--- src/rtl/pycb_pkg.sv ---
// Shared types, codes, constants and the micro-program for the pitch/yaw camera basis block.
// Used by the controller, the datapath, the top level and the checker.
package pycb_pkg;

    localparam int PITCH_LIMIT_DEF = 16194;

    localparam logic signed [31:0] CORDIC_GAIN = 32'sd163008219;
    localparam logic signed [15:0] ONE_Q14     = 16'sd16384;

    // configuration register indexes
    localparam logic [1:0] CFG_UP_X = 2'd0;
    localparam logic [1:0] CFG_UP_Y = 2'd1;
    localparam logic [1:0] CFG_UP_Z = 2'd2;

    typedef enum logic [3:0] {
        OP_NOP      = 4'd0,
        OP_ANGLE    = 4'd1,
        OP_CINIT    = 4'd2,
        OP_CSTEP    = 4'd3,
        OP_CSTORE   = 4'd4,
        OP_MUL      = 4'd5,
        OP_ACC_LD   = 4'd6,
        OP_ACC_SUB  = 4'd7,
        OP_ACC_ADD  = 4'd8,
        OP_WR       = 4'd9,
        OP_SQ_INIT  = 4'd10,
        OP_SQ_STEP  = 4'd11,
        OP_DV_INIT  = 4'd12,
        OP_DV_STEP  = 4'd13,
        OP_DV_STORE = 4'd14,
        OP_OUT      = 4'd15
    } t_op;

    // CORDIC angle select
    localparam logic [4:0] CS_PITCH = 5'd0;
    localparam logic [4:0] CS_YAW   = 5'd1;

    // multiplier operand pairs
    localparam logic [4:0] MS_CYCP = 5'd0;
    localparam logic [4:0] MS_SYCP = 5'd1;
    localparam logic [4:0] MS_D1W2 = 5'd2;
    localparam logic [4:0] MS_D2W1 = 5'd3;
    localparam logic [4:0] MS_D2W0 = 5'd4;
    localparam logic [4:0] MS_D0W2 = 5'd5;
    localparam logic [4:0] MS_D0W1 = 5'd6;
    localparam logic [4:0] MS_D1W0 = 5'd7;
    localparam logic [4:0] MS_R1D2 = 5'd8;
    localparam logic [4:0] MS_R2D1 = 5'd9;
    localparam logic [4:0] MS_R2D0 = 5'd10;
    localparam logic [4:0] MS_R0D2 = 5'd11;
    localparam logic [4:0] MS_R0D1 = 5'd12;
    localparam logic [4:0] MS_R1D0 = 5'd13;
    localparam logic [4:0] MS_SQ0  = 5'd14;
    localparam logic [4:0] MS_SQ1  = 5'd15;
    localparam logic [4:0] MS_SQ2  = 5'd16;

    // write-back destinations
    localparam logic [4:0] WD_DX = 5'd0;
    localparam logic [4:0] WD_DZ = 5'd1;
    localparam logic [4:0] WD_V0 = 5'd2;
    localparam logic [4:0] WD_V1 = 5'd3;
    localparam logic [4:0] WD_V2 = 5'd4;

    // vector component select and normalised destinations
    localparam logic [4:0] VC_0  = 5'd0;
    localparam logic [4:0] VC_1  = 5'd1;
    localparam logic [4:0] VC_2  = 5'd2;
    localparam logic [4:0] ND_R0 = 5'd0;
    localparam logic [4:0] ND_R1 = 5'd1;
    localparam logic [4:0] ND_R2 = 5'd2;
    localparam logic [4:0] ND_U0 = 5'd3;
    localparam logic [4:0] ND_U1 = 5'd4;
    localparam logic [4:0] ND_U2 = 5'd5;

    localparam logic [4:0] L_ONE   = 5'd0;
    localparam logic [4:0] L_CORD  = 5'd16;
    localparam logic [4:0] L_SQRT  = 5'd31;
    localparam logic [4:0] L_DIV   = 5'd15;

    localparam logic [6:0] PROG_LAST = 7'd73;

    typedef struct packed {
        t_op        op;
        logic [4:0] sel;
        logic [4:0] last;
    } t_uop;

    typedef struct packed {
        t_op        op;
        logic [4:0] sel;
        logic [4:0] step;
    } t_cmd;

    typedef struct packed {
        logic acc_zero;
    } t_stat;

    function automatic t_uop mk(t_op o, logic [4:0] s, logic [4:0] l);
        t_uop u;
        u.op   = o;
        u.sel  = s;
        u.last = l;
        return u;
    endfunction

    function automatic t_uop prog(logic [6:0] pc);
        t_uop u;
        case (pc)
            7'd0:  u = mk(OP_CINIT,    CS_PITCH, L_ONE);
            7'd1:  u = mk(OP_CSTEP,    CS_PITCH, L_CORD);
            7'd2:  u = mk(OP_CSTORE,   CS_PITCH, L_ONE);
            7'd3:  u = mk(OP_CINIT,    CS_YAW,   L_ONE);
            7'd4:  u = mk(OP_CSTEP,    CS_YAW,   L_CORD);
            7'd5:  u = mk(OP_CSTORE,   CS_YAW,   L_ONE);
            7'd6:  u = mk(OP_MUL,      MS_CYCP,  L_ONE);
            7'd7:  u = mk(OP_WR,       WD_DX,    L_ONE);
            7'd8:  u = mk(OP_MUL,      MS_SYCP,  L_ONE);
            7'd9:  u = mk(OP_WR,       WD_DZ,    L_ONE);
            7'd10: u = mk(OP_MUL,      MS_D1W2,  L_ONE);
            7'd11: u = mk(OP_ACC_LD,   WD_V0,    L_ONE);
            7'd12: u = mk(OP_MUL,      MS_D2W1,  L_ONE);
            7'd13: u = mk(OP_ACC_SUB,  WD_V0,    L_ONE);
            7'd14: u = mk(OP_WR,       WD_V0,    L_ONE);
            7'd15: u = mk(OP_MUL,      MS_D2W0,  L_ONE);
            7'd16: u = mk(OP_ACC_LD,   WD_V1,    L_ONE);
            7'd17: u = mk(OP_MUL,      MS_D0W2,  L_ONE);
            7'd18: u = mk(OP_ACC_SUB,  WD_V1,    L_ONE);
            7'd19: u = mk(OP_WR,       WD_V1,    L_ONE);
            7'd20: u = mk(OP_MUL,      MS_D0W1,  L_ONE);
            7'd21: u = mk(OP_ACC_LD,   WD_V2,    L_ONE);
            7'd22: u = mk(OP_MUL,      MS_D1W0,  L_ONE);
            7'd23: u = mk(OP_ACC_SUB,  WD_V2,    L_ONE);
            7'd24: u = mk(OP_WR,       WD_V2,    L_ONE);
            7'd25: u = mk(OP_MUL,      MS_SQ0,   L_ONE);
            7'd26: u = mk(OP_ACC_LD,   VC_0,     L_ONE);
            7'd27: u = mk(OP_MUL,      MS_SQ1,   L_ONE);
            7'd28: u = mk(OP_ACC_ADD,  VC_1,     L_ONE);
            7'd29: u = mk(OP_MUL,      MS_SQ2,   L_ONE);
            7'd30: u = mk(OP_ACC_ADD,  VC_2,     L_ONE);
            7'd31: u = mk(OP_SQ_INIT,  VC_0,     L_ONE);
            7'd32: u = mk(OP_SQ_STEP,  VC_0,     L_SQRT);
            7'd33: u = mk(OP_DV_INIT,  VC_0,     L_ONE);
            7'd34: u = mk(OP_DV_STEP,  VC_0,     L_DIV);
            7'd35: u = mk(OP_DV_STORE, ND_R0,    L_ONE);
            7'd36: u = mk(OP_DV_INIT,  VC_1,     L_ONE);
            7'd37: u = mk(OP_DV_STEP,  VC_1,     L_DIV);
            7'd38: u = mk(OP_DV_STORE, ND_R1,    L_ONE);
            7'd39: u = mk(OP_DV_INIT,  VC_2,     L_ONE);
            7'd40: u = mk(OP_DV_STEP,  VC_2,     L_DIV);
            7'd41: u = mk(OP_DV_STORE, ND_R2,    L_ONE);
            7'd42: u = mk(OP_MUL,      MS_R1D2,  L_ONE);
            7'd43: u = mk(OP_ACC_LD,   WD_V0,    L_ONE);
            7'd44: u = mk(OP_MUL,      MS_R2D1,  L_ONE);
            7'd45: u = mk(OP_ACC_SUB,  WD_V0,    L_ONE);
            7'd46: u = mk(OP_WR,       WD_V0,    L_ONE);
            7'd47: u = mk(OP_MUL,      MS_R2D0,  L_ONE);
            7'd48: u = mk(OP_ACC_LD,   WD_V1,    L_ONE);
            7'd49: u = mk(OP_MUL,      MS_R0D2,  L_ONE);
            7'd50: u = mk(OP_ACC_SUB,  WD_V1,    L_ONE);
            7'd51: u = mk(OP_WR,       WD_V1,    L_ONE);
            7'd52: u = mk(OP_MUL,      MS_R0D1,  L_ONE);
            7'd53: u = mk(OP_ACC_LD,   WD_V2,    L_ONE);
            7'd54: u = mk(OP_MUL,      MS_R1D0,  L_ONE);
            7'd55: u = mk(OP_ACC_SUB,  WD_V2,    L_ONE);
            7'd56: u = mk(OP_WR,       WD_V2,    L_ONE);
            7'd57: u = mk(OP_MUL,      MS_SQ0,   L_ONE);
            7'd58: u = mk(OP_ACC_LD,   VC_0,     L_ONE);
            7'd59: u = mk(OP_MUL,      MS_SQ1,   L_ONE);
            7'd60: u = mk(OP_ACC_ADD,  VC_1,     L_ONE);
            7'd61: u = mk(OP_MUL,      MS_SQ2,   L_ONE);
            7'd62: u = mk(OP_ACC_ADD,  VC_2,     L_ONE);
            7'd63: u = mk(OP_SQ_INIT,  VC_0,     L_ONE);
            7'd64: u = mk(OP_SQ_STEP,  VC_0,     L_SQRT);
            7'd65: u = mk(OP_DV_INIT,  VC_0,     L_ONE);
            7'd66: u = mk(OP_DV_STEP,  VC_0,     L_DIV);
            7'd67: u = mk(OP_DV_STORE, ND_U0,    L_ONE);
            7'd68: u = mk(OP_DV_INIT,  VC_1,     L_ONE);
            7'd69: u = mk(OP_DV_STEP,  VC_1,     L_DIV);
            7'd70: u = mk(OP_DV_STORE, ND_U1,    L_ONE);
            7'd71: u = mk(OP_DV_INIT,  VC_2,     L_ONE);
            7'd72: u = mk(OP_DV_STEP,  VC_2,     L_DIV);
            7'd73: u = mk(OP_DV_STORE, ND_U2,    L_ONE);
            default: u = mk(OP_NOP,    VC_0,     L_ONE);
        endcase
        return u;
    endfunction

    // arctangent of 2^-i in Q.8 binary angle units
    function automatic logic signed [24:0] atan_val(logic [4:0] i);
        logic signed [24:0] v;
        case (i)
            5'd0:  v = 25'sd2097152;
            5'd1:  v = 25'sd1238021;
            5'd2:  v = 25'sd654136;
            5'd3:  v = 25'sd332050;
            5'd4:  v = 25'sd166669;
            5'd5:  v = 25'sd83416;
            5'd6:  v = 25'sd41718;
            5'd7:  v = 25'sd20860;
            5'd8:  v = 25'sd10430;
            5'd9:  v = 25'sd5215;
            5'd10: v = 25'sd2608;
            5'd11: v = 25'sd1304;
            5'd12: v = 25'sd652;
            5'd13: v = 25'sd326;
            5'd14: v = 25'sd163;
            5'd15: v = 25'sd81;
            5'd16: v = 25'sd41;
            default: v = 25'sd0;
        endcase
        return v;
    endfunction

endpackage

--- src/rtl/pycb_ctrl.sv ---
// Sequencer for the camera basis block: steps through the micro-program in pycb_pkg.
// Drives datapath commands and both handshakes; depends on pycb_pkg.
module pycb_ctrl
    import pycb_pkg::*;
(
    input  logic  i_clk,
    input  logic  i_rst_n,
    input  logic  i_in_valid,
    output logic  o_in_ready,
    input  logic  i_out_ready,
    output logic  o_out_valid,
    input  t_stat i_stat,
    output t_cmd  o_cmd
);

    typedef enum logic [2:0] {
        S_IDLE = 3'b001,
        S_RUN  = 3'b010,
        S_OUT  = 3'b100
    } t_state;

    t_state     r_state, n_state;
    logic [6:0] r_pc, n_pc;
    logic [4:0] r_step, n_step;
    logic       r_ovalid, n_ovalid;
    t_uop       uop;

    assign uop         = prog(r_pc);
    assign o_in_ready  = (r_state == S_IDLE);
    assign o_out_valid = r_ovalid;

    always_comb begin
        n_state  = r_state;
        n_pc     = r_pc;
        n_step   = r_step;
        n_ovalid = r_ovalid;
        o_cmd    = '{op: OP_NOP, sel: VC_0, step: 5'd0};
        if (r_ovalid && i_out_ready) begin
            n_ovalid = 1'b0;
        end
        unique case (r_state)
            S_IDLE: begin
                if (i_in_valid) begin
                    o_cmd.op = OP_ANGLE;
                    n_state  = S_RUN;
                    n_pc     = 7'd0;
                    n_step   = 5'd0;
                end
            end
            S_RUN: begin
                o_cmd = '{op: uop.op, sel: uop.sel, step: r_step};
                // zero norm: skip the rest, right and up stay cleared
                if (uop.op == OP_SQ_INIT && i_stat.acc_zero) begin
                    n_state = S_OUT;
                end else if (r_step == uop.last) begin
                    n_step = 5'd0;
                    if (r_pc == PROG_LAST) begin
                        n_state = S_OUT;
                    end else begin
                        n_pc = r_pc + 7'd1;
                    end
                end else begin
                    n_step = r_step + 5'd1;
                end
            end
            S_OUT: begin
                // hold until the output register is free
                if (!r_ovalid || i_out_ready) begin
                    o_cmd.op = OP_OUT;
                    n_ovalid = 1'b1;
                    n_state  = S_IDLE;
                end
            end
            default: n_state = S_IDLE;
        endcase
    end

    always_ff @(posedge i_clk) begin
        if (!i_rst_n) begin
            r_state  <= S_IDLE;
            r_pc     <= 7'd0;
            r_step   <= 5'd0;
            r_ovalid <= 1'b0;
        end else begin
            r_state  <= n_state;
            r_pc     <= n_pc;
            r_step   <= n_step;
            r_ovalid <= n_ovalid;
        end
    end

endmodule

--- config.mk ---
export PLATFORM = sky130hd
export DESIGN_NAME = pycb_ctrl
export DESIGN_NICKNAME = d
export VERILOG_FILES = /design/src/rtl/pycb_pkg.sv /design/src/rtl/pycb_ctrl.sv
export SDC_FILE = /design/constraint.sdc
export NUM_CORES = 1
export LEC_CHECK = 0
export BUFFER_PORTS_ARGS = -buffer_cell sky130_fd_sc_hd__buf_2
export CAP_MARGIN = 20
export CORE_MARGIN = 2
export CORE_UTILIZATION = 60
export CTS_CLUSTER_DIAMETER = 150
export DETAILED_ROUTE_END_ITERATION = 8
export PLACE_DENSITY_LB_ADDON = 0.12
export SYNTH_ARGS = -nofsm -noshare
export SYNTH_HDL_FRONTEND = slang
export SYNTH_SLANG_ARGS = --single-unit
--- constraint.sdc ---
create_clock -name i_clk -period 4.4 [get_ports i_clk]
set_input_delay 0.88 -clock i_clk [delete_from_list [all_inputs] [get_ports i_clk]]
set_output_delay 0.88 -clock i_clk [all_outputs]
set_load 0.005 [all_outputs]
==> reports/metrics.cfg <==
[run_status]
status=completed

[drt]
avgViaCountPerCell=6.50
totalWireLength_um=6530
detail-route-antenna-nets=0
firstDrtPassIters=5
detailedRoute.firstIterationViolations=209
drcViolationCount=0
routed_wire_length_per_instance_um=17.4
vias=2439

[floorplanning]
initial_utilization=0.620
floorplan.die_area_mm2=0.00426
die_height_um=65.3
fp.dieW_um=65.3
row_count=22
ios=21
design.core.area_mm2=0.00363

[pwr]
share_comb_of_total_power=0.245
p_sw_frac=0.329
power.clock.fraction=0.265
total_leakage_power_nw=0.964
intPower_mw=0.368
power.density_mw_per_mm2=223
ir_worst_vdd_v=0.000142
pwr-share-seq=0.491
p_switching_mw=0.180

[timing]
clock_skew_ps=3.44
maxClockFrequency_mhz=262
timing.max_slew.rel_slack=0.517
final_min_period_over_clock_period=0.866
timing.final.setup_violations=0
timing_max_transition_violations_final=0
setup_repair_after_global_routing_missed_its_margin=no
post-route-min-period_ps=3810
setup_total_negative_slack_ps=0
hold_violations=0
max_slew.worst_pin.slew_ps=720

[final_layout]
post_layout_nonfiller_instances=375
diode_insertion_count_for_antenna_repair=0
synthToLayoutAreaGrowth_pct=9.05
fraction_of_final_layout_cells_with_drive_strength_greater_than_1=0.141
fillerInstances=340
num-nets-final=341

[global_routing]
grt_antenna_before_repair=0
grt_pass1_wl_um=10800
gr-total-overflow=0
first_global_vias=2300
gr-usage-all-layers=0.326
grt_max_degree=21

[synth]
syn-cell-area_mm2=0.00225
yosys_most_used_dff=dfxtp_1
cells_after_synthesis=312
synth-async-reset-ratio=0
syn_avg_cell_area_um2=7.22
synth-edff-count=0
synth.lib_cells_used.distinct=60
register_bit_count_reported_by_yosys=27
mappedNetlistNets=325
seq_area_frac_synth=0.240
yosysWarnings=0

[run]
maxCapViolations=0

[cts]
clk-insertion-delay-late_ps=270
cts.reportedPaths.clkPinSlew_ps=100
cts-buffers-inserted=3
post_cts_resized=0
ctsHtreeMaxLevel=1
clockRootBuffer=clkbuf_8
cts.sink_count=27
cts_tree=yes
cts_setup_buffers=0
cts.hold.buffers_added=0
cts.path.max_buffers=2

[worst_setup_path]
critPathArrivalTime_ps=4020
critical_path_start_type=flip-flop
timing.critical_path.fanout_max=8
path_class=reg2reg
endpoint_kind=flip-flop
critPathRequiredTime_ps=4610

[placed_design]
place.detailed.instances=371
place_hpwl_um=4780
replace_congestion=1.05
buffer_ports.inserted=20

[hold_path]
worstHoldPathType=reg2reg

==> power groups by stage <==
stage | Sequential, mW | Combinational [mW] | Clock (mW)
floorplan | 0.266 | 0.101 | 0
global route | 0.271 | 0.149 | 0.161
detailed placement | 0.274 | 0.131 | 0
finish | 0.269 | 0.134 | 0.145
CTS | 0.268 | 0.131 | 0.148
global placement | 0.274 | 0.130 | 0
==> cell usage after synthesis, types with 6 or more instances <==
cell,number,area [um^2]
nor2_1,32,120
dfxtp_1,27,541
nor3_1,8,40.0
and2_1,15,93.8
nand2_1,38,143
inv_1,10,37.5
o211ai_1,6,45.0
clkbuf_1,14,52.6
a21oi_1,22,110
o21ai_0,15,75.1
nand3_1,13,65.1
ha_1,8,100
==> state kept, by name (all words and copies together), names as in the netlist <==
name and cells:
r_pc 7, r_state 3, r_step 5, o_out_valid 1
uop 11
==> metal layers <==
| metal | GRT usage | vias up | share of wire |
|---|---|---|---|
| met3 | 0.0531 | 31 | 0.081 |
| li1 | - | 1171 | - |
| met2 | 0.556 | 142 | 0.48 |
| met4 | 0.201 | 0 | 0.043 |
| met1 | 0.381 | 1095 | 0.40 |
| met5 | 0 | - | 0 |
==> cell usage in the layout, fill, tap and decap left out, drive strengths merged, types with 3 or more instances in the layout <==
cell / instances
o21ai: 18
and2: 16
nor4: 5
nor2b: 3
nand2: 38
nor3: 8
ha: 8
o221ai: 4
buf: 29
or3: 3
a211oi: 4
mux2i: 4
xnor2: 5
o211ai: 6
xor2: 4
nand3: 13
o21a: 4
a21oi: 23
nor2: 34
nand2b: 5
dfxtp: 27
a31oi: 4
or4: 3
and3: 5
inv: 11
clkbuf: 3
==> final cells by class <==
class | instances | area, um^2 | share of cell area
Multi-Input combinational cell | 256 | 1600 | 0.651
Timing Repair Buffer | 29 | 168 | 0.0682
Clock inverter | 1 | 7.51 | 0.00305
Inverter | 11 | 41.3 | 0.0168
Tap cell | 48 | 60.1 | 0.0244
Sequential cell | 27 | 541 | 0.220
Clock buffer | 3 | 41.3 | 0.0168
==> final timing paths <==
check | slack [ps] | cells after the start | end | start
worst max-delay path | 590 | 12 | uop[13]$_DFF_P_ | r_step[0]$_SDFFE_PN0P_
worst min register to register | 590 | 2 | r_step[3]$_SDFFE_PN0P_ | r_step[3]$_SDFFE_PN0P_
worst max register to register | 590 | 12 | uop[13]$_DFF_P_ | r_step[0]$_SDFFE_PN0P_
worst min-delay path | 590 | 2 | r_step[3]$_SDFFE_PN0P_ | r_step[3]$_SDFFE_PN0P_
==> cells by family after synthesis <==
logic type                 share of synthesized area
muxes                                         0.0228
AOI/OAI and AO/OA                              0.274
adders and majority gates                     0.0444
buffers and inverters                         0.0505
DFF                                            0.240
and+or+nand+nor                                0.334
xor gates and xnor gates                      0.0350
==> critical path, stage by stage (launching register included) <==
cell and delay, ps:
dfxtp_1 380, nor4_1 310, mux2i_1 240, o41ai_2 520
nand2_1 240, xnor2_1 630, nor2_1 230, inv_1 230
ha_1 270, nand2_1 70, a211o_1 290, a31oi_1 160
a221o_1 170
==> stage by stage <==
step                      instance area, um^2  power (mW)  utilization  worst slack, ps  hold WS [ps]
final                                    2460       0.548        0.676              590           586
after detailed placement                 2410       0.404        0.663              566           571
after CTS                                2460       0.547        0.676              643           583
after floorplan                          2250       0.368            -             1010           534
after global routing                     2460       0.581        0.676              114           646
after global placement                   2410       0.404        0.663              505           568
Note: power is estimated with default switching activity, not from simulation.
